$ cat config.mk
export PLATFORM = sky130hd
export DESIGN_NAME = trpu_regs
export DESIGN_NICKNAME = d
export VERILOG_FILES = /design/src/trpu_pkg.sv /design/src/trpu_regs.sv
export SDC_FILE = /design/constraint.sdc
export NUM_CORES = 1
export LEC_CHECK = 0
export BUFFER_PORTS_ARGS = -buffer_cell sky130_fd_sc_hd__buf_2
export CORE_MARGIN = 5
export CORE_UTILIZATION = 50
export DETAILED_ROUTE_END_ITERATION = 8
export GPL_TIMING_DRIVEN = 1
export PLACE_DENSITY = 0.85
export SETUP_SLACK_MARGIN = 0.15
export SYNTH_ARGS = -nofsm -noshare
export SYNTH_HDL_FRONTEND = slang
export SYNTH_SLANG_ARGS = --single-unit
$ cat constraint.sdc
create_clock -name clk -period 1.88 [get_ports clk]
set_input_delay 0.282 -clock clk [delete_from_list [all_inputs] [get_ports clk]]
set_output_delay 0.282 -clock clk [all_outputs]
set_load 0.01 [all_outputs]
$ cat src/trpu_pkg.sv
// shared types and constants for the training packet receive unit
package trpu_pkg;

    localparam int CFG_ADDR_W = 5;

    localparam logic [1:0] REQ_PACKET = 2'd0;
    localparam logic [1:0] REQ_DONE   = 2'd1;
    localparam logic [1:0] REQ_DEQ    = 2'd2;

    localparam logic [2:0] REG_PHASE_BIT_POS     = 3'd0;
    localparam logic [2:0] REG_STOP_KEY_MASK     = 3'd1;
    localparam logic [2:0] REG_STOP_KEY_MATCH    = 3'd2;
    localparam logic [2:0] REG_STOP_DECISION_POS = 3'd3;
    localparam logic [2:0] REG_INDEX_MASK        = 3'd4;
    localparam logic [2:0] REG_ARRIVAL_TARGET    = 3'd5;
    localparam logic [2:0] REG_COUNTER_MODE      = 3'd6;

    localparam logic [1:0] SYNC_PARTIES = 2'd2;

    typedef enum logic [2:0] {
        CMD_NOP,
        CMD_STOP,
        CMD_FWD,
        CMD_BWD,
        CMD_DONE,
        CMD_DEQ
    } cmd_kind_t;

    typedef struct packed {
        logic [1:0]  req_type;
        logic [31:0] key;
        logic [31:0] payload;
    } req_item_t;

    typedef struct packed {
        logic        store_write;
        logic        store_buffer;
        logic [7:0]  store_index;
        logic [31:0] store_value;
        logic        advance_tick;
        logic        stop_flag;
        logic        start_delta_work;
        logic        queue_overflow;
        logic        deq_valid;
        logic [31:0] deq_key;
        logic [31:0] deq_payload;
    } rsp_item_t;

    typedef struct packed {
        logic [4:0]  phase_bit_pos;
        logic [31:0] stop_key_mask;
        logic [31:0] stop_key_match;
        logic [4:0]  stop_decision_pos;
        logic [7:0]  index_mask;
        logic [31:0] arrival_target;
        logic        counter_mode;
    } cfg_t;

    typedef struct packed {
        cmd_kind_t   kind;
        logic        stop_bit;
        logic [7:0]  index;
        logic [31:0] key;
        logic [31:0] payload;
    } cmd_t;

endpackage

$ cat src/trpu_regs.sv
// configuration registers behind the apb port
module trpu_regs
    import trpu_pkg::*;
(
    input  logic                  clk,
    input  logic                  rst_n,
    input  logic                  psel,
    input  logic                  penable,
    input  logic                  pwrite,
    input  logic [CFG_ADDR_W-1:0] paddr,
    input  logic [31:0]           pwdata,
    output logic [31:0]           prdata,
    output logic                  pready,
    output cfg_t                  cfg
);

    cfg_t       cfg_reg;
    cfg_t       cfg_next;
    logic [2:0] reg_sel;
    logic       wr_en;

    assign reg_sel = paddr[CFG_ADDR_W-1:2];
    assign wr_en   = psel && penable && pwrite;
    assign pready  = 1'b1;
    assign cfg     = cfg_reg;

    always_comb
    begin
        cfg_next = cfg_reg;
        if (wr_en)
        begin
            case (reg_sel)
                REG_PHASE_BIT_POS:     cfg_next.phase_bit_pos = pwdata[4:0];
                REG_STOP_KEY_MASK:     cfg_next.stop_key_mask = pwdata;
                REG_STOP_KEY_MATCH:    cfg_next.stop_key_match = pwdata;
                REG_STOP_DECISION_POS: cfg_next.stop_decision_pos = pwdata[4:0];
                REG_INDEX_MASK:        cfg_next.index_mask = pwdata[7:0];
                REG_ARRIVAL_TARGET:    cfg_next.arrival_target = pwdata;
                REG_COUNTER_MODE:      cfg_next.counter_mode = pwdata[0];
                default:               cfg_next = cfg_reg;
            endcase
        end
    end

    always_comb
    begin
        case (reg_sel)
            REG_PHASE_BIT_POS:     prdata = {27'd0, cfg_reg.phase_bit_pos};
            REG_STOP_KEY_MASK:     prdata = cfg_reg.stop_key_mask;
            REG_STOP_KEY_MATCH:    prdata = cfg_reg.stop_key_match;
            REG_STOP_DECISION_POS: prdata = {27'd0, cfg_reg.stop_decision_pos};
            REG_INDEX_MASK:        prdata = {24'd0, cfg_reg.index_mask};
            REG_ARRIVAL_TARGET:    prdata = cfg_reg.arrival_target;
            REG_COUNTER_MODE:      prdata = {31'd0, cfg_reg.counter_mode};
            default:               prdata = 32'd0;
        endcase
    end

    always_ff @(posedge clk or negedge rst_n)
    begin
        if (!rst_n)
        begin
            cfg_reg.phase_bit_pos     <= 5'd0;
            cfg_reg.stop_key_mask     <= 32'd0;
            cfg_reg.stop_key_match    <= 32'd1;
            cfg_reg.stop_decision_pos <= 5'd0;
            cfg_reg.index_mask        <= 8'd31;
            cfg_reg.arrival_target    <= 32'd0;
            cfg_reg.counter_mode      <= 1'b0;
        end
        else
        begin
            cfg_reg <= cfg_next;
        end
    end

endmodule

# Word level (Yosys, flattened, before mapping)
# Cells that the tools add are included.
# classes
n_eq_ne,6
mux,1
n_reduce_logical,10
# ops
operator,count
one-hot mux 32 bit (7 select lines),1
AND reduction 2 bit,7
equality test 3 bit (second input constant),3
equality test 3 x 2 -> 1 bit (second input constant),2
equality test 3 x 1 -> 1 bit (second input constant),1
zero test 3 bit,1
logical AND 1 bit,2
# totals
register_bits,115
out_inout_bits,148

# Depth between registers and ports, before layout
# logic_depth
depth_word,3
ltp_mapped,6
ltp_nobuf,3

# Worst setup path before layout
# No wires, ideal clock.
# synth_path
path_kind,input to output
startpoint,input paddr[3]
endpoint,output prdata[11]
arrival_ns,1.318
t_required_ns,1.598
setup_slack_ns,0.280
stages,6
path_cell_list,buf_6 > nor2b_1 > buf_2 > buf_1 > a22oi_1 > o2bb2ai_1
# synth_via
elab_chain_cells,2
# synth_lines
item,line,rtl
from (decl),trpu_regs.sv:10,"input logic [CFG_ADDR_W-1:0] paddr,"
equality test 3 bit (tied with other cells),trpu_regs.sv:47,case (reg_sel)
one-hot mux 32 bit (7 select lines) *,trpu_regs.sv:47,
to (decl),trpu_regs.sv:12,"output logic [31:0] prdata,"
# Mark *: on every way between the ends. The rest lies on a longest branch, timed or not.

# Worst setup path in the final report
# layout_path
startpoint,register cfg_reg (netlist bit cfg[46])
endpoint,output prdata[0]
# layout_via
elab_chain_cells,1
# layout_lines
item,line,rtl
from (decl),trpu_regs.sv:17,cfg_t cfg_reg;
from (signal assigned),trpu_regs.sv:73,cfg_reg <= cfg_next;
one-hot mux 32 bit (7 select lines),trpu_regs.sv:47,
# No other way between the ends.

==> flow_summary.toml <==
[status]
status = "finished, violations left"
failed_checks = "negative setup slack"

[critical_path]
path_cells = "mux2i_1, o21a_1, o211ai_1, buf_2"
critPathMaxStageDelay_ns = 0.53
cp.required_ns = 1.60
critPathLaunchType = "register"
critical_path_class = "register to output port"
endpoint_kind = "output port"
cp_slowest_cell = "dfstp_2"
cp_max_fo = 2
cp_data_arrival_time_ns = 1.65

[flow_run]
drv_cap = 0

[sta]
grt_setup_unrepaired = "true"
skew_ns = 0
worst_slack_ns = -0.05243
period_needed_ns = 1.932
slew_viol_final = 0
maxSlewHeadroom_pct = 64.24
setup_viol = 1
fin_crit_sh_pct = 102.8
finalHoldViolCount = 0
worst_slew_pin_slew_ns = 0.5365
timing.fmax_ghz = 0.5175

[logic_synthesis]
yosysMostFrequentCell = "dfrtp_1"
ys_ff_latch = 115
syn_area_sq_mm = 0.005202
synth_warnings = 0
ys_top_cells_by_count = "dfrtp_1 (109), mux2_2 (105), a22oi_1 (27), o2bb2ai_1 (24), mux2i_1 (12)"
async_reset_ff_share_pct = 100.0
synth_top_area_share_pct = 52.43
synthTopCellsByArea = "dfrtp_1 (52%), mux2_2 (23%), o2bb2ai_1 (4.0%)"
synth-seq-area-share_pct = 55.46
syn_nets = 410
syn_inst = 368
ys_types = 39
synth_enable_flop_cells = 0
synth_largest_area_cell = "dfrtp_1"
syn_area_per_cell_sq_um = 14.14
ys.flop_type = "dfrtp_1"

[clock_tree]
numClockSinks = 115
clockBufferDepth = 2
cts_root_buf = "clkbuf_8"
insertion_delay_ns = 0.50
htree_levels = 4
cts.reportedPaths.clkPinSlew_ns = 0.05
cts_tree = "yes"
cts-buffers-inserted = 17

[floorplanning]
fp.coreArea_sq_mm = 0.01023
dieArea_sq_mm = 0.01255
die_y_um = 112.0
fp.dieW_um = 112.0
start_util_pct = 50.85
ios = 190
fp-row-count = 37

[place]
dp_cells = 688
hpwlAfterDp_um = 10300
postPlaceCellArea_sq_mm = 0.006464
numPortBuffers = 186
gp_congestion = 0.8083

[final_layout]
fillCellCount = 721
fin_cells = 732
layout.nets = 626
diodes = 0
finalInstanceArea_sq_mm = 0.007124
area_delta_synth_final_pct = 36.94
largest_reg_flops = 115
drive_gt1_share_pct = 63.76

[routing]
vias = 4127
vias_per_cell = 5.638
drc_errors = 0
wl_per_cell_um = 20.08
wl_um = 14700
first_pass_iters = 4
drtIter0Drc = 347
ant_nets = 0

[grt]
grt_pass1_vias = 4461
grt_max_degree = 40
globalRoute.totalOverflow = 0
grt_usage_pct = 23.57
antenna_found_initial = 0
grt_pass1_wl_um = 23720

[power_and_ir_drop]
p_leak_nw = 3.588
powerDensity_mw_per_mm2 = 1126
peakVddDrop_v = 0.0006180

[worst_hold_path]
hold_path.class = "primary input to register"
report_power, final:
group | internal [mW] | switching [mW]
Clock | 1.70 | 1.04
Combinational | 0.984 | 0.931
Sequential | 2.99 | 0.390
Total | 5.67 | 2.36
worst paths after layout:
| kind | start | to | slack [ns] | cells past startpoint |
|---|---|---|---|---|
| worst min register to register | cfg[104] | cfg[104] | 0.52 | 1 |
| min in group asynchronous | rst_n | cfg[1] | 0.30 | 2 |
| worst min-delay path | pwdata[26] | cfg[104] | 0.02 | 2 |
| max in group asynchronous | rst_n | cfg[37] | 0.97 | 3 |
| worst max-delay path | cfg[46] | prdata[0] | -0.05 | 4 |
| worst max register to register | cfg[82] | cfg[82] | 0.96 | 2 |
cell usage in the layout, fill, tap and decap left out, types with 4 or more instances in the layout:
cell type	synthesis	layout
clkbuf_16	0	16
buf_2	10	183
buf_4	9	31
mux2_2	105	105
nand2_1	4	4
o2bb2ai_1	24	24
clkbuf_1	5	5
dfrtp_1	109	109
mux2i_1	12	12
clkbuf_8	0	4
dfstp_2	6	6
a22oi_1	27	25
buf_12	0	8
mux2_4	5	5
mux2_1	6	6
clkinv_2	0	6
critical path, delay by kind of cell (launching register included):
family / cells / cell delay [ns]
AOI/OAI and AO/OA: 2 / 0.38
muxes: 1 / 0.06
buffers and inverters: 1 / 0.17
DFF: 1 / 0.53
area by class of cell:
cell class	instances	area, sq um	area share, %
Timing Repair Buffer	225	1341	18.83
Clock inverter	6	30.03	0.4215
Clock buffer	25	474.2	6.656
Tap cell	136	170.2	2.388
Inverter	1	3.754	0.05269
Sequential cell	115	2885	40.50
Multi-Input combinational cell	224	2220	31.16
routing by layer:
| layer | GRT usage [%] | part of all wire [%] | up-vias |
|---|---|---|---|
| met5 | 0 | 0 | - |
| met1 | 29.28 | 41 | 2097 |
| li1 | - | - | 1824 |
| met4 | 8.253 | 1.6 | 0 |
| met3 | 7.391 | 7.1 | 22 |
| met2 | 39.05 | 50 | 184 |
through the flow:
| stage | power, mW | hold WS [ns] | utilization (%) | setup WS (ns) | TNS, ns |
|---|---|---|---|---|---|
| floorplan | 4.276 | -0.01359 | - | 0.2804 | 0 |
| global placement | 5.122 | 0.2902 | 63.18 | 0.1301 | 0 |
| detailed placement | 5.212 | 0.2967 | 63.18 | 0.08572 | 0 |
| CTS | 8.051 | 0.003569 | 69.16 | -0.03489 | -0.03489 |
| global route | 8.410 | 0.003741 | 69.63 | -0.1075 | -0.1605 |
| finish | 8.026 | 0.02364 | 69.63 | -0.05243 | -0.05243 |
what timing repair did:
item                                    CTS  global route
resized for setup                         5             9
hold buffers                              1             0
endpoints found under the hold margin    31             0
endpoints found under the setup margin   24            24
setup buffers                            12             0
pin swaps                                 4             2
logic make-up after synthesis:
group                  after synthesis  share of synthesized area (%)
multiplexers                       128                          27.78
flip-flops                         115                          55.46
other                                1                        0.07208
AO/OA/AOI/OAI                       67                          10.08
buffers and inverters               29                          3.126
AND/OR/NAND/NOR                     28                          3.487
Note: power is estimated with default switching activity, not from simulation.
