File: src/trpu_pkg.sv
// shared types and constants for the training packet receive unit
package trpu_pkg;

    localparam int CFG_ADDR_W = 5;

    localparam logic [1:0] REQ_PACKET = 2'd0;
    localparam logic [1:0] REQ_DONE   = 2'd1;
    localparam logic [1:0] REQ_DEQ    = 2'd2;

    localparam logic [2:0] REG_PHASE_BIT_POS     = 3'd0;
    localparam logic [2:0] REG_STOP_KEY_MASK     = 3'd1;
    localparam logic [2:0] REG_STOP_KEY_MATCH    = 3'd2;
    localparam logic [2:0] REG_STOP_DECISION_POS = 3'd3;
    localparam logic [2:0] REG_INDEX_MASK        = 3'd4;
    localparam logic [2:0] REG_ARRIVAL_TARGET    = 3'd5;
    localparam logic [2:0] REG_COUNTER_MODE      = 3'd6;

    localparam logic [1:0] SYNC_PARTIES = 2'd2;

    typedef enum logic [2:0] {
        CMD_NOP,
        CMD_STOP,
        CMD_FWD,
        CMD_BWD,
        CMD_DONE,
        CMD_DEQ
    } cmd_kind_t;

    typedef struct packed {
        logic [1:0]  req_type;
        logic [31:0] key;
        logic [31:0] payload;
    } req_item_t;

    typedef struct packed {
        logic        store_write;
        logic        store_buffer;
        logic [7:0]  store_index;
        logic [31:0] store_value;
        logic        advance_tick;
        logic        stop_flag;
        logic        start_delta_work;
        logic        queue_overflow;
        logic        deq_valid;
        logic [31:0] deq_key;
        logic [31:0] deq_payload;
    } rsp_item_t;

    typedef struct packed {
        logic [4:0]  phase_bit_pos;
        logic [31:0] stop_key_mask;
        logic [31:0] stop_key_match;
        logic [4:0]  stop_decision_pos;
        logic [7:0]  index_mask;
        logic [31:0] arrival_target;
        logic        counter_mode;
    } cfg_t;

    typedef struct packed {
        cmd_kind_t   kind;
        logic        stop_bit;
        logic [7:0]  index;
        logic [31:0] key;
        logic [31:0] payload;
    } cmd_t;

endpackage

File: src/trpu_fifo.sv
// two-entry command queue between classifier and back end
module trpu_fifo
    import trpu_pkg::*;
(
    input  logic clk,
    input  logic rst_n,
    input  logic push,
    input  cmd_t push_cmd,
    output logic full,
    input  logic pop,
    output logic not_empty,
    output cmd_t pop_cmd
);

    cmd_t       entry_reg [2];
    logic       wr_ptr_reg;
    logic       wr_ptr_next;
    logic       rd_ptr_reg;
    logic       rd_ptr_next;
    logic [1:0] count_reg;
    logic [1:0] count_next;

    assign full      = count_reg == 2'd2;
    assign not_empty = count_reg != 2'd0;
    assign pop_cmd   = entry_reg[rd_ptr_reg];

    always_comb
    begin
        wr_ptr_next = push ? ~wr_ptr_reg : wr_ptr_reg;
        rd_ptr_next = pop ? ~rd_ptr_reg : rd_ptr_reg;
        count_next  = count_reg + {1'b0, push} - {1'b0, pop};
    end

    always_ff @(posedge clk)
    begin
        if (push)
            entry_reg[wr_ptr_reg] <= push_cmd;
    end

    always_ff @(posedge clk or negedge rst_n)
    begin
        if (!rst_n)
        begin
            wr_ptr_reg <= 1'b0;
            rd_ptr_reg <= 1'b0;
            count_reg  <= 2'd0;
        end
        else
        begin
            wr_ptr_reg <= wr_ptr_next;
            rd_ptr_reg <= rd_ptr_next;
            count_reg  <= count_next;
        end
    end

endmodule

File: config.mk
export PLATFORM = sky130hd
export DESIGN_NAME = trpu_fifo
export DESIGN_NICKNAME = d
export VERILOG_FILES = /design/src/trpu_pkg.sv /design/src/trpu_fifo.sv
export SDC_FILE = /design/constraint.sdc
export NUM_CORES = 1
export LEC_CHECK = 0
export ABC_CLOCK_PERIOD_IN_PS = 4400
export BUFFER_PORTS_ARGS = -buffer_cell sky130_fd_sc_hd__buf_2
export CAP_MARGIN = 20
export CORE_UTILIZATION = 45
export DETAILED_ROUTE_END_ITERATION = 7
export PLACE_DENSITY = 0.8
export SETUP_SLACK_MARGIN = 0.2
export SLEW_MARGIN = 20
export SYNTH_ARGS = -nofsm -noshare
export SYNTH_HDL_FRONTEND = slang
export SYNTH_SLANG_ARGS = --single-unit
File: constraint.sdc
create_clock -name clk -period 4.4 [get_ports clk]
set_input_delay 0.22 -clock clk [delete_from_list [all_inputs] [get_ports clk]]
set_output_delay 0.22 -clock clk [all_outputs]
set_load 0.1 [all_outputs]
# Yosys cells after proc, flatten, opt, wreduce, memory -nomap -nowiden
# Memories as Yosys holds them, arrays and structs flattened.
# Cells that the tools add are included.
[classes]
n_addsub = 2
n_mul = 0
div_mod_pow = 0
magnitude_cmp = 0
eq_ne = 1
n_shift = 0
n_mux = 2
n_bitwise = 2
n_reduce_logical = 1
[ops]
columns = ["operator", "n"]
rows = [
  ["adder 2 x 1 -> 2 bit", 1],
  ["equality test 2 bit, second input constant", 1],
  ["two-way mux 1 bit", 2],
  ["inverter 1 bit", 2],
  ["nonzero test 2 bit", 1],
  ["subtractor 2 x 1 -> 2 bit", 1],
]
[word_totals]
regBits = 4
latch_bits = 0
ram_bits = 152
rom_bits = 0
out_inout_bits = 78
elab_cells = 12
mem_count = 1
[mem_list]
columns = ["name", "depth", "word_bits", "read_ports", "rd_ports_with_merged_regs", "write_ports", "line", "text"]
rows = [
  ["entry_reg", 2, 76, 1, 0, 1, "trpu_fifo.sv:15", "cmd_t entry_reg [2];"],
]

# Depth between registers and ports, before layout
# Gate-level depths: netlist of run 1.
[depth]
depth_word = 2
mapped_depth = 5

# Worst setup path after synthesis of run 1
# OpenSTA, ideal clock, no wires.
[synth_timing]
path_type = "register to register"
from = "register wr_ptr_reg"
to = "memory entry_reg[0][0] (netlist bit), enable pin"
setup_time_ns = 0.520
t_arrival_ns = 3.774
t_required_ns = 3.880
path_slack_ns = 0.106
stages_incl_launch_ff = 2
path_cell_list = "dfrtp_1 nor2b_1"
[synth_lines]
columns = ["element", "line", "text"]
rows = [
  ["start: declaration", "trpu_fifo.sv:16", "logic wr_ptr_reg;"],
  ["start signal: assignment", "trpu_fifo.sv:50", "wr_ptr_reg <= wr_ptr_next;"],
  ["end: declaration", "trpu_fifo.sv:15", ""],
]
# Straight into the memory's write port.

==> impl_metrics.csv, run 1 <==
group,metric,value,unit
grt,grtUsageTotal,0.170,
synthesis,synth-xor-area-share,0.00711,
routing,via_count,3203,
routing,wl,11000,microns
finish,layout.nets,582,
finish,fillCellCount,891,
finish,diodes,0,
critical_path,cp-start-kind,"register",
die,io_pins,158,
synthesis,synth_cell_types,13,
grt,overflow,0,
critical_path,worst-path-buf-inv,2,
critical_path,cp_slowest_cell,"dfrtp_4",
clock_network,root_buffer,"clkbuf_16",
routing,dr.first_iter.drc_count,170,
grt,grt_pass1_wl,16400,microns
routing,drc,0,
synthesis,ys_warn_count,0,
die,core_area,12600,sq um
sta,slew_headroom,0.308,
clock_network,post_cts_resized,0,
synthesis,synth_compound_area_frac,0,
hold_path,hold_end,"wr_ptr_reg$_DFFE_PN0P_",
finish,syn2layout_area_growth,41.2,%
sta,setup_viol,0,
placement,io_buffers,157,
grt,grt_max_degree,78,
critical_path,worstPathCellList,"buf_16 > mux2_2 > buf_2",
critical_path,worstSetupEndpointType,"output pin",
die,die_h,116,microns
routing,wl_per_cell,16.1,microns
synthesis,netlist_instances,252,
sta,hold_viol,0,
sta,fin_worst_skew,0.00840,ns
placement,routabilityCongestion,0.615,
placement,dpl.hpwl,6140,microns
sta,fin_crit_sh,0.555,
sta,setup-tns-final,0,ns
synthesis,ys_seq_area_frac,0.803,
die,die_w,116,microns
finish,drive_gt1_frac,0.530,
die,initial_core_util,0.460,
clock_network,cts_tree,"yes",
die,dieArea,13400,sq um
clock_network,insertion_delay,0.41,ns
routing,first_pass_iters,4,
critical_path,worstSetupPathType,"register to output pin",
critical_path,rrSetupSlack,2.68,ns
synthesis,synthAdderAreaFrac,0.00431,
sta,drv_slew,0,
synthesis,syn_nets,334,
finish,largest_reg_flops,152,
sta,period_needed,2.44,ns
grt,grt_pass1_vias,3357,
sta,timing.final.ws_setup,1.96,ns
critical_path,r2r_cells,1,
synthesis,syn_area,5810,sq um
hold_path,min-delay-start,"push",
critical_path,r2r_end,"entry_reg[1][3]$_DFFE_PP_",
job,drv_cap,0,
critical_path,critical_path.max_fanout,46,
critical_path,crit_path_max_incr_delay,0.76,ns
clock_network,cts_sinks,156,
hold_path,min_path_type,"input pin to register",
synthesis,muxShareOfSynthArea,0.167,
grt,antenna_found_initial,0,
sta,worst_slew_pin_slew,1.04,ns
clock_network,clockBufferDepth,2,
synthesis,synth-seq-cells,156,
clock_network,h-tree-depth,4,
critical_path,arrival,2.22,ns
synthesis,synth_simple_gate_area_share,0.00431,
routing,route.antenna.remaining_nets,0,
hold_path,holdPathStages,2,
clock_network,cts-buffers-inserted,17,
routing,drt-vias-per-instance,4.68,
placement,place_ws,2.17,ns
critical_path,critPathRequiredTime,4.18,ns
clock_network,cts.reportedPaths.clkPinSlew,0.06,ns
sta,max_freq,409,MHz
status,outcome,"completed",
critical_path,crit_family,"flip-flops",
sta,rsz0062_at_grt,"no",
synthesis,synth.avg_cell_area,23.0,sq um
die,rows,41,
critical_path,r2r-start,"wr_ptr_reg$_DFFE_PN0P_",
synthesis,synth_top_family_by_area,"multiplexers",
## cells in the final DEF, fill, tap and decap left out
cell,instances
and2_4,1
buf_12,2
buf_16,1
buf_2,157
bufinv_16,2
clkbuf_16,17
clkbuf_8,3
clkinv_2,2
clkinv_4,4
clkinvlp_4,2
dfrtp_1,3
dfrtp_4,1
dlygate4sd3_1,78
edfxtp_1,152
ha_1,2
inv_1,2
inv_6,2
mux2_2,46
mux2_4,30
nor2b_1,1
nor2b_4,1
or2_2,1
xor2_1,2
xor3_1,1
## cells by family (layout without fill, tap and decap cells)
group         count (synthesis)  after routing
flops                       156            156
buf+inv                      11            272
mux                          76             76
simple gates                  4              4
xor+xnor                      3              3
fa+ha+maj                     2              2
## synthesized netlist by cell type
master,instances,area (sq um)
and2_1,1,6.26
buf_2,4,20.0
buf_6,5,56.3
dfrtp_1,4,100
edfxtp_1,152,4560
ha_1,2,25.0
inv_1,2,7.51
mux2_2,46,518
mux2_4,30,450
nor2b_1,2,12.5
or2_2,1,6.26
xor2_1,2,17.5
xor3_1,1,23.8
## repair_timing
action	4_1_cts	5_1_grt
buffers inserted	0	0
hold buffers	78	0
hold endpoints to repair	157	0
## stage by stage
stage	utilization	hold WS, ns	std cells	cell area (sq um)
after floorplan	-	-0.0756	252	5810
after global placement	0.536	0.0288	573	6770
after detailed placement	0.536	0.0353	573	6770
after CTS	0.646	0.0175	683	8150
after global routing	0.650	0.0449	685	8200
final	0.650	0.0367	685	8200
## worst max-delay path by stage
stage | slack (ns) | depth (start not counted) | from | to
floorplan | 1.58 | 1 | wr_ptr_reg$_DFFE_PN0P_ | entry_reg[0][0]$_DFFE_PP_
global placement | 2.19 | 2 | rd_ptr_reg$_DFFE_PN0P_ | pop_cmd[26]
detailed placement | 2.17 | 2 | rd_ptr_reg$_DFFE_PN0P_ | pop_cmd[26]
CTS | 1.70 | 2 | rd_ptr_reg$_DFFE_PN0P_ | pop_cmd[0]
global route | 1.87 | 3 | rd_ptr_reg$_DFFE_PN0P_ | pop_cmd[0]
finish | 1.96 | 3 | rd_ptr_reg$_DFFE_PN0P_ | pop_cmd[0]
## cell type report
class	count	area, sq um	area share
well taps	172	215	0.0262
clock inverters	12	138	0.0168
inverters	2	7.51	0.000916
multi-input cells	85	1070	0.130
clock buffers	20	467	0.0569
flip-flops and latches	156	4670	0.569
repair buffers	238	1630	0.199
## per-layer routing
layer  part of all wire  wire length (microns)  track usage
met4              0.018                    200       0.0744
met5                  0                      0            0
met2               0.55                   6050        0.311
met1               0.38                   4180        0.175
met3              0.054                    594       0.0601
Power of run 1 is not shown: default switching activity piles up to over one toggle a cycle in this logic, so the estimate is an artifact.
==> inputs of run 2 (changes only) <==
- ABC_CLOCK_PERIOD_IN_PS: 4400 -> 2100
- clock period: 4.4 -> 2.1 ns (I/O delays scaled with it)
==> run 2 against run 1 <==
Compared with the run above:
- via count is 2.8% higher
- worst hold slack better by 0.043 ns
- die area stayed put
- count of clock-buffer cells in the layout is 3 higher
- setup slack worse by 1.7 ns
- design area is 5.9% higher
- wire length is 10% higher
- register-to-register slack worse by 1.9 ns
- critical path type unchanged
==> impl_metrics.csv, run 2 (same netlist as run 1, synthesis figures left out) <==
group,metric,value,unit
status,outcome,"completed",
placement,routabilityCongestion,0.664,
critical_path,critical_path.max_fanout,14,
placement,dpl.hpwl,6130,microns
sta,fin_worst_skew,0.00574,ns
die,dieArea,13400,sq um
finish,drive_gt1_frac,0.531,
grt,overflow,0,
routing,dr.first_iter.drc_count,227,
sta,max_freq,531,MHz
critical_path,critPathRequiredTime,2.00,ns
critical_path,worstSetupEndpointType,"output pin",
critical_path,arrival,1.78,ns
grt,grt_pass1_vias,3470,
sta,drv_slew,0,
critical_path,r2r-start,"wr_ptr_reg$_DFFE_PN0P_",
critical_path,r2r_cells,2,
critical_path,worstSetupPathType,"register to output pin",
clock_network,insertion_delay,0.41,ns
clock_network,h-tree-depth,4,
sta,worst_slew_pin_slew,0.503,ns
routing,route.antenna.remaining_nets,0,
routing,drc,0,
clock_network,cts_sinks,156,
die,die_h,116,microns
routing,wl_per_cell,17.4,microns
finish,mostFrequentLayoutCells,"edfxtp_1 (152), buf_2 (81), dlygate4sd3_1 (79), mux2_2 (46), buf_4 (42)",
finish,largest_reg_flops,152,
die,die_w,116,microns
routing,via_count,3294,
clock_network,cts_tree,"yes",
critical_path,cp-start-kind,"register",
die,core_area,12600,sq um
routing,wl,12100,microns
routing,first_pass_iters,4,
hold_path,min_path_type,"input pin to async pin",
finish,syn2layout_area_growth,49.4,%
critical_path,r2r_end,"entry_reg[1][1]$_DFFE_PP_",
sta,slew_headroom,0.667,
routing,drt-vias-per-instance,4.73,
die,initial_core_util,0.460,
sta,hold_viol,0,
job,drv_cap,0,
clock_network,root_buffer,"clkbuf_16",
grt,grtUsageTotal,0.173,
grt,grt_max_degree,77,
sta,fin_crit_sh,0.896,
grt,antenna_found_initial,0,
sta,setup_viol,0,
critical_path,rrSetupSlack,0.74,ns
finish,diodes,0,
sta,rsz0062_at_grt,"yes",
finish,layout.nets,594,
die,rows,41,
clock_network,cts.reportedPaths.clkPinSlew,0.06,ns
sta,period_needed,1.88,ns
grt,grt_pass1_wl,16600,microns
clock_network,clockBufferDepth,2,
die,io_pins,158,
placement,io_buffers,157,
finish,layout_commonest_cell,"edfxtp_1",
sta,setup-tns-final,0,ns
clock_network,cts-buffers-inserted,17,
run 2: cell types whose count changed in the layout (fill, tap and decap cells not counted), moves of 2 or more:
cell       delta
clkinv_4      -4
clkinv_2      +5
buf_12        +4
clkbuf_16     +3
clkbuf_1      +4
inv_6         -2
buf_6        +35
buf_2        -76
buf_4        +42
run 2: stage by stage:
step,instance area [sq um],utilization,setup WS (ns),hold WS [ns],std cells
floorplan,5820,-,0.125,-0.191,252
global placement,6860,0.543,0.535,-0.0823,576
detailed placement,6860,0.543,0.518,-0.0773,576
CTS,8350,0.662,0.138,0.0108,689
global route,8680,0.688,0.175,0.0586,697
finish,8680,0.688,0.217,0.0793,697
run 2: layout make-up:
type,count,area [sq um]
Fill cell,816,3940
Clock buffer,23,468
Sequential cell,156,4670
Multi-Input combinational cell,85,1070
Clock inverter,9,72.6
Timing Repair Buffer,250,2180
Tap cell,172,215
Inverter,2,7.51
run 2: what timing repair did:
item | 4_1_cts | 5_1_grt
gates resized for setup | 51 | 85
gates cloned | 1 | 5
hold buffers | 79 | 0
setup endpoints to repair | 68 | 66
endpoints found under the hold margin | 159 | 0
setup buffers | 1 | 3
pin swaps | 0 | 0
run 2: worst max path at each step:
stage | start | end | slack [ns] | cells after the start
floorplan | wr_ptr_reg$_DFFE_PN0P_ | entry_reg[0][0]$_DFFE_PP_ | 0.13 | 1
global placement | rd_ptr_reg$_DFFE_PN0P_ | pop_cmd[21] | 0.54 | 3
global route | rd_ptr_reg$_DFFE_PN0P_ | pop_cmd[59] | 0.18 | 4
detailed placement | rd_ptr_reg$_DFFE_PN0P_ | pop_cmd[21] | 0.52 | 3
CTS | rd_ptr_reg$_DFFE_PN0P_ | pop_cmd[21] | 0.14 | 3
finish | rd_ptr_reg$_DFFE_PN0P_ | pop_cmd[61] | 0.22 | 4
run 2: worst max-delay path, stage by stage (launching register included):
cell	delay [ns]
dfrtp_4	0.50
buf_12	0.16
buf_16	0.16
mux2_4	0.30
buf_4	0.23
run 2: metal layers:
layer | up-vias | routed length (microns) | track usage
li1 | 1524 | - | -
met1 | 1628 | 4670 | 0.174
met5 | - | 0 | 0
met3 | 22 | 608 | 0.0523
met4 | 0 | 263 | 0.0906
met2 | 120 | 6580 | 0.321
Power of run 2 is left out for the same reason.
