<file path="config.mk">
export PLATFORM = sky130hd
export DESIGN_NAME = trpu_front
export DESIGN_NICKNAME = d
export VERILOG_FILES = /design/src/trpu_pkg.sv /design/src/trpu_front.sv
export SDC_FILE = /design/constraint.sdc
export NUM_CORES = 1
export LEC_CHECK = 0
export ABC_AREA = 0
export BUFFER_PORTS_ARGS = -buffer_cell sky130_fd_sc_hd__buf_2
export CAP_MARGIN = 30
export CORE_AREA = 10 10 92 94
export DETAILED_ROUTE_END_ITERATION = 8
export DIE_AREA = 0 0 102 104
export PLACE_DENSITY = 0.72
export SYNTH_ARGS = -nofsm -noshare
export SYNTH_HDL_FRONTEND = slang
export SYNTH_SLANG_ARGS = --single-unit
</file>
<file path="constraint.sdc">
create_clock -name vclk -period 2.35
set_input_delay 0.235 -clock vclk [all_inputs]
set_output_delay 0.235 -clock vclk [all_outputs]
set_load 0.01 [all_outputs]
</file>
<file path="src/trpu_pkg.sv">
// shared types and constants for the training packet receive unit
package trpu_pkg;

    localparam int CFG_ADDR_W = 5;

    localparam logic [1:0] REQ_PACKET = 2'd0;
    localparam logic [1:0] REQ_DONE   = 2'd1;
    localparam logic [1:0] REQ_DEQ    = 2'd2;

    localparam logic [2:0] REG_PHASE_BIT_POS     = 3'd0;
    localparam logic [2:0] REG_STOP_KEY_MASK     = 3'd1;
    localparam logic [2:0] REG_STOP_KEY_MATCH    = 3'd2;
    localparam logic [2:0] REG_STOP_DECISION_POS = 3'd3;
    localparam logic [2:0] REG_INDEX_MASK        = 3'd4;
    localparam logic [2:0] REG_ARRIVAL_TARGET    = 3'd5;
    localparam logic [2:0] REG_COUNTER_MODE      = 3'd6;

    localparam logic [1:0] SYNC_PARTIES = 2'd2;

    typedef enum logic [2:0] {
        CMD_NOP,
        CMD_STOP,
        CMD_FWD,
        CMD_BWD,
        CMD_DONE,
        CMD_DEQ
    } cmd_kind_t;

    typedef struct packed {
        logic [1:0]  req_type;
        logic [31:0] key;
        logic [31:0] payload;
    } req_item_t;

    typedef struct packed {
        logic        store_write;
        logic        store_buffer;
        logic [7:0]  store_index;
        logic [31:0] store_value;
        logic        advance_tick;
        logic        stop_flag;
        logic        start_delta_work;
        logic        queue_overflow;
        logic        deq_valid;
        logic [31:0] deq_key;
        logic [31:0] deq_payload;
    } rsp_item_t;

    typedef struct packed {
        logic [4:0]  phase_bit_pos;
        logic [31:0] stop_key_mask;
        logic [31:0] stop_key_match;
        logic [4:0]  stop_decision_pos;
        logic [7:0]  index_mask;
        logic [31:0] arrival_target;
        logic        counter_mode;
    } cfg_t;

    typedef struct packed {
        cmd_kind_t   kind;
        logic        stop_bit;
        logic [7:0]  index;
        logic [31:0] key;
        logic [31:0] payload;
    } cmd_t;

endpackage

</file>
<file path="src/trpu_front.sv">
// request classifier: sorts each item into a back-end command
module trpu_front
    import trpu_pkg::*;
(
    input  req_item_t req,
    input  cfg_t      cfg,
    output cmd_t      cmd
);

    logic is_stop;
    logic phase;

    assign is_stop = (req.key & cfg.stop_key_mask) == cfg.stop_key_match;
    assign phase   = req.key[cfg.phase_bit_pos];

    always_comb
    begin
        cmd.stop_bit = req.key[cfg.stop_decision_pos];
        cmd.index    = req.key[7:0] & cfg.index_mask;
        cmd.key      = req.key;
        cmd.payload  = req.payload;
        case (req.req_type)
            REQ_PACKET:
            begin
                if (is_stop)
                    cmd.kind = CMD_STOP;
                else if (!phase)
                    cmd.kind = CMD_FWD;
                else
                    cmd.kind = CMD_BWD;
            end
            REQ_DONE: cmd.kind = CMD_DONE;
            REQ_DEQ:  cmd.kind = CMD_DEQ;
            default:  cmd.kind = CMD_NOP;
        endcase
    end

endmodule

</file>
* Yosys cells after proc, flatten, opt, wreduce, memory -nomap -nowiden
Index checks and enable logic that the tools add are counted.
** Word-level totals
- Bits in registers :: 0
- Bits of input ports :: 181
** Cells by class
- Order comparisons :: 2
- Equality and inequality tests :: 3
- Mux-type cells :: 7
- Bitwise gates (word level) :: 2
- Reduce and logical (&&, ||, !) cells :: 1
** Operators by type and width (number)
- $and A32 B32 Y32 :: 1
- $eq A32 B32 Y1 :: 1
- $lt A5 B6 Y1 const B :: 2
- $bmux W1 S5 :: 2
- $pmux W3 S3 :: 1
- $and A8 B8 Y8 :: 1
- $mux W1 :: 3
- $eq A2 B1 Y1 const B :: 1
- $eq A2 B2 Y1 const B :: 1
- $logic_not A2 Y1 :: 1
- $mux W2 :: 1

* Depth between registers and ports, before layout
Gate-level depths: netlist of the first run.
- Depth after elaboration :: 5
- Mapped depth :: 8

* Worst setup path after synthesis of the first run
OpenSTA, ideal clock, no wires.
- Path kind :: input -> output
- Start point :: input cfg[41] in the netlist's numbering
- End point :: output cmd[72] in the netlist's numbering
- Arrival :: 1.650 ns
- Required time :: 2.115 ns
- Path slack :: 0.465 ns
- Stages on the path :: 4
- Path buffers :: 1
- Cell sequence :: buf_4 -> mux4_2 -> mux4_2 -> mux2_2
** RTL lines
- start, declared :: line trpu_front.sv:6 : input cfg_t cfg,
- end, declared :: line trpu_front.sv:7 : output cmd_t cmd

==> metrics.md, run 1 <==
| Metric | Value |
|---|---|
| Status | completed |
| Core Util, Final | 0.320 |
| GRT overflow | 0 |
| Placement Rows | 30 |
| Ratio of cells with drive above 1 in the final layout | 0.564 |
| Fin crit share | 0.929 |
| Worst slew pin tran | between 0.4 and 0.5 ns |
| Reg area | 0 um2 |
| Worst Setup Path Type | input pin to output pin |
| # hold bufs at CTS | 0 |
| Routed wire per std cell | about 20 um |
| Drt first pass iters | 6 |
| Register area share after synthesis | 0 |
| Setup TNS | 0 ns |
| Syn_nets | around 400 |
| Clock share of power | 0 |
| Met1 usage | 0.134 |
| Min-delay src | req[19] |
| Worst-path fanout max | 8 |
| Count of cell types in the netlist | 30 |
| Total GRT Usage | 0.130 |
| Routing usage on met2 | 0.248 |
| Chip width | a little over 100 um |
| Mapped cell area | ~1700 um2 |
| Global-route layer with the greatest usage | met2 |
| Synthesis Warnings | 0 |
| Vias | slightly below 2000 |
| Area growth syn-to-layout | 25.9% |
| Largest net degree at the start of global routing | 21 |
| Sequential share of power | 0 |
| CP Data Arrival Time | roughly 2.0 ns |
| HPWL Detailed | about 7000 um |
| RSZ-0062 raised after global routing | no |
| Max Fclk | about 460 MHz |
| # Post-CTS Setup Buffers | 0 |
| Chip height | between 100 and 150 um |
| Startpoint types | input pin |
| Syn Inst Count | between 200 and 250 |
| # setup viols final | 0 |
| Number of global-route vias before repair | about 2100 |
| Drc violations | 0 |
| Antenna violations before repair | 1 |
| Number of cells upsized or downsized after cts | 0 |
| DR vias/cell | around 5.0 |
| P_leak | 1.20 nW |
| Hold Vio Cnt, Final | 0 |
| Maximum vdd drop | between 0.04 and 0.05 mV |
| Final net count | between 400 and 500 |
| Post-route ant nets | 0 |
| Initial Utilization | 0.254 |
| Relative slew slack | 0.673 |
| Met3 Use GR | 0.0392 |
| Net Sw Frac | 0.475 |
| Pwr Density | around 180 nW/um2 |
| Period minus WS final | 2.18 ns |
| CORE AREA | about 6700 um2 |
| Hold crit path type | input pin to output pin |
| CLK BUF | 0 |
| Combinational power share | 1.000 |
| Net Sw Power | roughly 0.00018 W |
| Max Cap Viol | 0 |
| Power Internal | 0.000199 W |
| DRT Wirelength | 7680 um |
| Port Buffers | 160 |
| Hold-critical path depth | 0 |
| Initial DRC count | 71 |
| Worst Path Required | approximately 2.1 ns |
| I/O Pins | ~260 |
| Slew Limit Fails | 0 |
| Hold Crit Endpoint | cmd[19] |
| Die Area | 10600 um2 |
| Global-route wire length before repair | 11200 um |
| Seq Cell Count | 0 |
| Avg Cell Area, Syn | between 7 and 8 um2 |
| RePlAce Congestion | roughly 0.85 |
| Type of destination of the critical path | output pin |
-- critical path, cell delays in order --
cell	delay, ns
buf_2	0.25
mux4_2	0.57
mux4_2	0.48
mux2_2	0.27
buf_2	0.15
-- synthesized netlist by cell type --
library cell	instances	area share
buf_4	65	0.29
a22oi_1	2	0.0088
nor2b_1	5	0.018
nand2_1	4	0.0088
clkbuf_1	1	0.0022
nand3_1	8	0.024
a21oi_1	16	0.047
and2_1	9	0.033
nor4_1	1	0.0037
and4b_1	1	0.0059
mux2_2	1	0.0066
mux2i_1	12	0.071
nor3b_1	1	0.0044
nand4_1	5	0.018
inv_1	2	0.0044
a2111oi_0	1	0.0052
o22a_1	8	0.041
o22ai_1	2	0.0074
a21o_1	8	0.035
and3b_1	8	0.041
mux4_2	10	0.13
nand2b_1	1	0.0037
a211oi_1	13	0.057
buf_2	2	0.0059
a21boi_0	8	0.035
ha_1	2	0.015
a221oi_1	2	0.010
nor2_1	1	0.0022
nand4b_1	1	0.0052
and3_1	16	0.059
-- metal layers --
layer,vias up,wire length (um)
met4,0,115
met2,100,4100
met1,895,2700
li1,960,-
met3,12,770
met5,-,0
-- metrics by stage --
stage	cell area, um2	power [W]	setup slack, ns	cells	hold WS [ns]
3_3_place_gp	2130	0.000374	0.0345	392	0.470
6_report	2140	0.000380	0.167	393	0.470
4_1_cts	2130	0.000385	0.0361	392	0.470
3_5_place_dp	2130	0.000383	0.0621	392	0.470
5_1_grt	2140	0.000419	0.0367	392	0.470
2_1_floorplan	1700	0.000264	0.465	216	0.560
-- area by class of cell --
| type | instances | area, um2 |
|---|---|---|
| Timing Repair Buffer | 164 | 833 |
| Fill cell | 739 | 4540 |
| Multi-Input combinational cell | 146 | 1200 |
| Tap cell | 80 | 100 |
| Antenna cell | 1 | 2.50 |
| Inverter | 2 | 7.51 |
-- how the worst max path moves through the flow --
| stage | startpoint | to | slack [ns] |
|---|---|---|---|
| global placement | cfg[111] | cmd[73] | 0.03 |
| CTS | cfg[111] | cmd[73] | 0.04 |
| finish | cfg[41] | cmd[72] | 0.17 |
| floorplan | cfg[41] | cmd[72] | 0.46 |
| detailed placement | cfg[111] | cmd[73] | 0.06 |
| global route | cfg[111] | cmd[73] | 0.04 |
-- power by group through the flow --
| stage | Clock (W) | Sequential (W) | Combinational [W] |
|---|---|---|---|
| after detailed placement | 0 | 0 | 0.000383 |
| after global placement | 0 | 0 | 0.000374 |
| final | 0.0000000000569 | 0 | 0.000380 |
| after floorplan | 0 | 0 | 0.000264 |
| after CTS | 0 | 0 | 0.000385 |
| after global routing | 0 | 0 | 0.000419 |
-- cells by family after synthesis --
logic type | Yosys count | synth area share
buffers and inverters | 70 | 0.300
AND/OR/NAND/NOR | 61 | 0.228
AO/OA/AOI/OAI | 60 | 0.248
adder cells (fa/ha/maj) | 2 | 0.0147
multiplexers | 23 | 0.210
-- cells in the final DEF, fill, tap and decap left out --
cell / count
a2111oi_0: 1
a211oi_1: 13
a21boi_0: 8
a21o_1: 8
a21oi_1: 16
a221oi_1: 2
a22oi_1: 2
and2_1: 9
and3_1: 16
and3b_1: 8
and4b_1: 1
buf_2: 159
buf_4: 4
clkbuf_4: 1
diode_2: 1
ha_1: 2
inv_1: 2
mux2_2: 1
mux2i_1: 12
mux4_2: 10
nand2_1: 4
nand2b_1: 1
nand3_1: 8
nand4_1: 5
nand4b_1: 1
nor2_1: 1
nor2b_1: 5
nor3b_1: 1
nor4_2: 1
o22a_1: 8
o22ai_1: 2
(Power assumes the default switching activity.)
==> run 2: changes to the inputs <==
--- a/config.mk
+++ b/config.mk
@@ -6,12 +6,11 @@
 export NUM_CORES = 1
 export LEC_CHECK = 0
 export ABC_AREA = 0
-export BUFFER_PORTS_ARGS = -buffer_cell sky130_fd_sc_hd__buf_2
 export CAP_MARGIN = 30
 export CORE_AREA = 10 10 92 94
 export DETAILED_ROUTE_END_ITERATION = 8
 export DIE_AREA = 0 0 102 104
-export PLACE_DENSITY = 0.72
+export DONT_BUFFER_PORTS = 1
 export SYNTH_ARGS = -nofsm -noshare
 export SYNTH_HDL_FRONTEND = slang
 export SYNTH_SLANG_ARGS = --single-unit
==> metrics.md, run 2 (synthesis gave the netlist of run 1 again) <==
| Metric | Value |
|---|---|
| Hold crit path type | input pin to output pin (unchanged) |
| Worst Setup Path Type | input pin to output pin (unchanged) |
| Combinational power share | 1.000 (about the same) |
| Core Util, Final | 0.198 (was 0.320) |
| Relative slew slack | 0.687 (was 0.673) |
| RSZ-0062 raised after global routing | no (unchanged) |
| Port Buffers | 0 (was 160) |
| Chip height | 104 um (unchanged) |
| Setup TNS | 0 ns (unchanged) |
| Max Fclk | 472 MHz (was 458 MHz) |
| Period minus WS final | 2.12 ns (was 2.18 ns) |
| Crit-path cells | a21o_1 > a211oi_1 > buf_4 > nand4_1 > nor4_1 > a2111oi_0 > buf_4 > o22ai_1 (was buf_2 > mux4_2 > mux4_2 > mux2_2 > buf_2) |
| Final net count | 336 (was 497) |
| Max Cap Viol | 0 (unchanged) |
| Hold Vio Cnt, Final | 0 (unchanged) |
| Largest net degree at the start of global routing | 21 (unchanged) |
| Commonest cells after routing, fill and taps aside | a21oi_1 (16), and3_1 (16), a211oi_1 (13), mux2i_1 (12), mux4_2 (10) (was buf_2 (159), a21oi_1 (16), and3_1 (16), a211oi_1 (13), mux2i_1 (12)) |
| Crit path largest cell delay | 0.43 ns (was 0.57 ns) |
| Type of destination of the critical path | output pin (unchanged) |
| Fin crit share | 0.901 (was 0.929) |
| Die Area | 10600 um2 (unchanged) |
| Post-route ant nets | 0 (unchanged) |
| Maximum vdd drop | 0.0274 mV (was 0.0444 mV) |
| Finished Layout Cells | 231 (was 393) |
| Inserted Diodes | 0 (was 1) |
| Chip width | 102 um (unchanged) |
| Sequential share of power | 0 (about the same) |
| Worst slew pin tran | 0.458 ns (was 0.478 ns) |
| Drc violations | 0 (unchanged) |
| # hold bufs at CTS | 0 (unchanged) |
| Critical path's slowest cell | nor4_1 (was mux4_2) |
| Seq Cell Count | 0 (unchanged) |
| Placement Rows | 30 (unchanged) |
| I/O Pins | 257 (unchanged) |
| Pwr Density | 126 nW/um2 (was 177 nW/um2) |
| GRT overflow | 0 (unchanged) |
| Total GRT Usage | 0.112 (was 0.130) |
| Fill cells | 752 (was 739) |
| Initial DRC count | 63 (was 71) |
| Worst Path Required | 2.12 ns (about the same) |
| Net Sw Frac | 0.371 (was 0.475) |
| Status | completed (unchanged) |
| DRT Wirelength | 6680 um (was 7680 um) |
| Number of cells upsized or downsized after cts | 0 (unchanged) |
| Routed wire per std cell | 28.9 um (was 19.6 um) |
| Slew Limit Fails | 0 (unchanged) |
| Ratio of cells with drive above 1 in the final layout | 0.0927 (was 0.564) |
| Startpoint types | input pin (unchanged) |
| CP Data Arrival Time | 1.88 ns (was 1.95 ns) |
| Drt first pass iters | 4 (was 6) |
| CLK BUF | 0 (unchanged) |
| Cell mode on critical path | buf_4 |
| Inst Count DP | 231 (was 392) |
| # setup viols final | 0 (unchanged) |
| CORE AREA | 6680 um2 (unchanged) |
| Net Sw Power | 0.0000619 W (was 0.000180 W) |
| Antenna violations before repair | 0 (was 1) |
| Worst-path fanout max | 5 (was 8) |
| Reg area | 0 um2 (unchanged) |
| HPWL Detailed | 6000 um (was 6980 um) |
| Clock share of power | 0 (about the same) |
| P_leak | 0.556 nW (was 1.20 nW) |
| DR vias/cell | 6.17 (was 5.01) |
| Global-route wire length before repair | 9400 um (was 11200 um) |
| Initial Utilization | 0.254 (unchanged) |
| Number of global-route vias before repair | 1543 (was 2141) |
| Area growth syn-to-layout | -22.3% (was 25.9%) |
| Power Internal | 0.000105 W (was 0.000199 W) |
| Vias | 1426 (was 1967) |
| # Post-CTS Setup Buffers | 0 (unchanged) |
| RePlAce Congestion | 0.918 (was 0.848) |
[run 2: cell types whose count changed in the layout (fill, tap and decap cells not counted)]
cell / before / now
nor4_1: 0 / 1
diode_2: 1 / 0
buf_4: 4 / 3
nor4_2: 1 / 0
clkbuf_4: 1 / 0
buf_2: 159 / 0
[run 2: layout make-up]
cell class                 instances  area [um2]  area share
timing repair buffer               3        22.5      0.0171
multi-input combinational        146        1190       0.901
inverter                           2        7.51     0.00569
tap                               80         100      0.0758
[run 2: path summary, 6_finish.rpt]
kind  depth (start not counted)      end  slack, ns    start
max                           8  cmd[73]       0.23  req[56]
min                           0  cmd[22]       0.47  req[22]
[run 2: critical path: cells and delay by family]
kind	cells	cell delay (ns)
buf+inv	2	0.32
compound gates	4	0.75
simple gates	2	0.57
[run 2: metal layers]
layer  wire (um)  track usage
met4         173       0.0282
met2        3520        0.215
met1        2150        0.105
met5           0            0
met3         841       0.0419
[run 2: through the flow]
stage	worst slack, ns	power, W	instance area, um2	hold WS, ns
final	0.232	0.000167	1320	0.470
after global routing	0.0627	0.000185	1320	0.470
after CTS	0.201	0.000169	1320	0.470
after detailed placement	0.220	0.000168	1320	0.470
after global placement	0.220	0.000166	1320	0.470
after floorplan	0.465	0.000264	1700	0.560
[run 2: power groups by stage]
stage / Combinational (W) / Sequential [W] / Clock [W]
finish: 0.000167 / 0 / 0
global route: 0.000185 / 0 / 0
CTS: 0.000169 / 0 / 0
detailed placement: 0.000168 / 0 / 0
global placement: 0.000166 / 0 / 0
floorplan: 0.000264 / 0 / 0
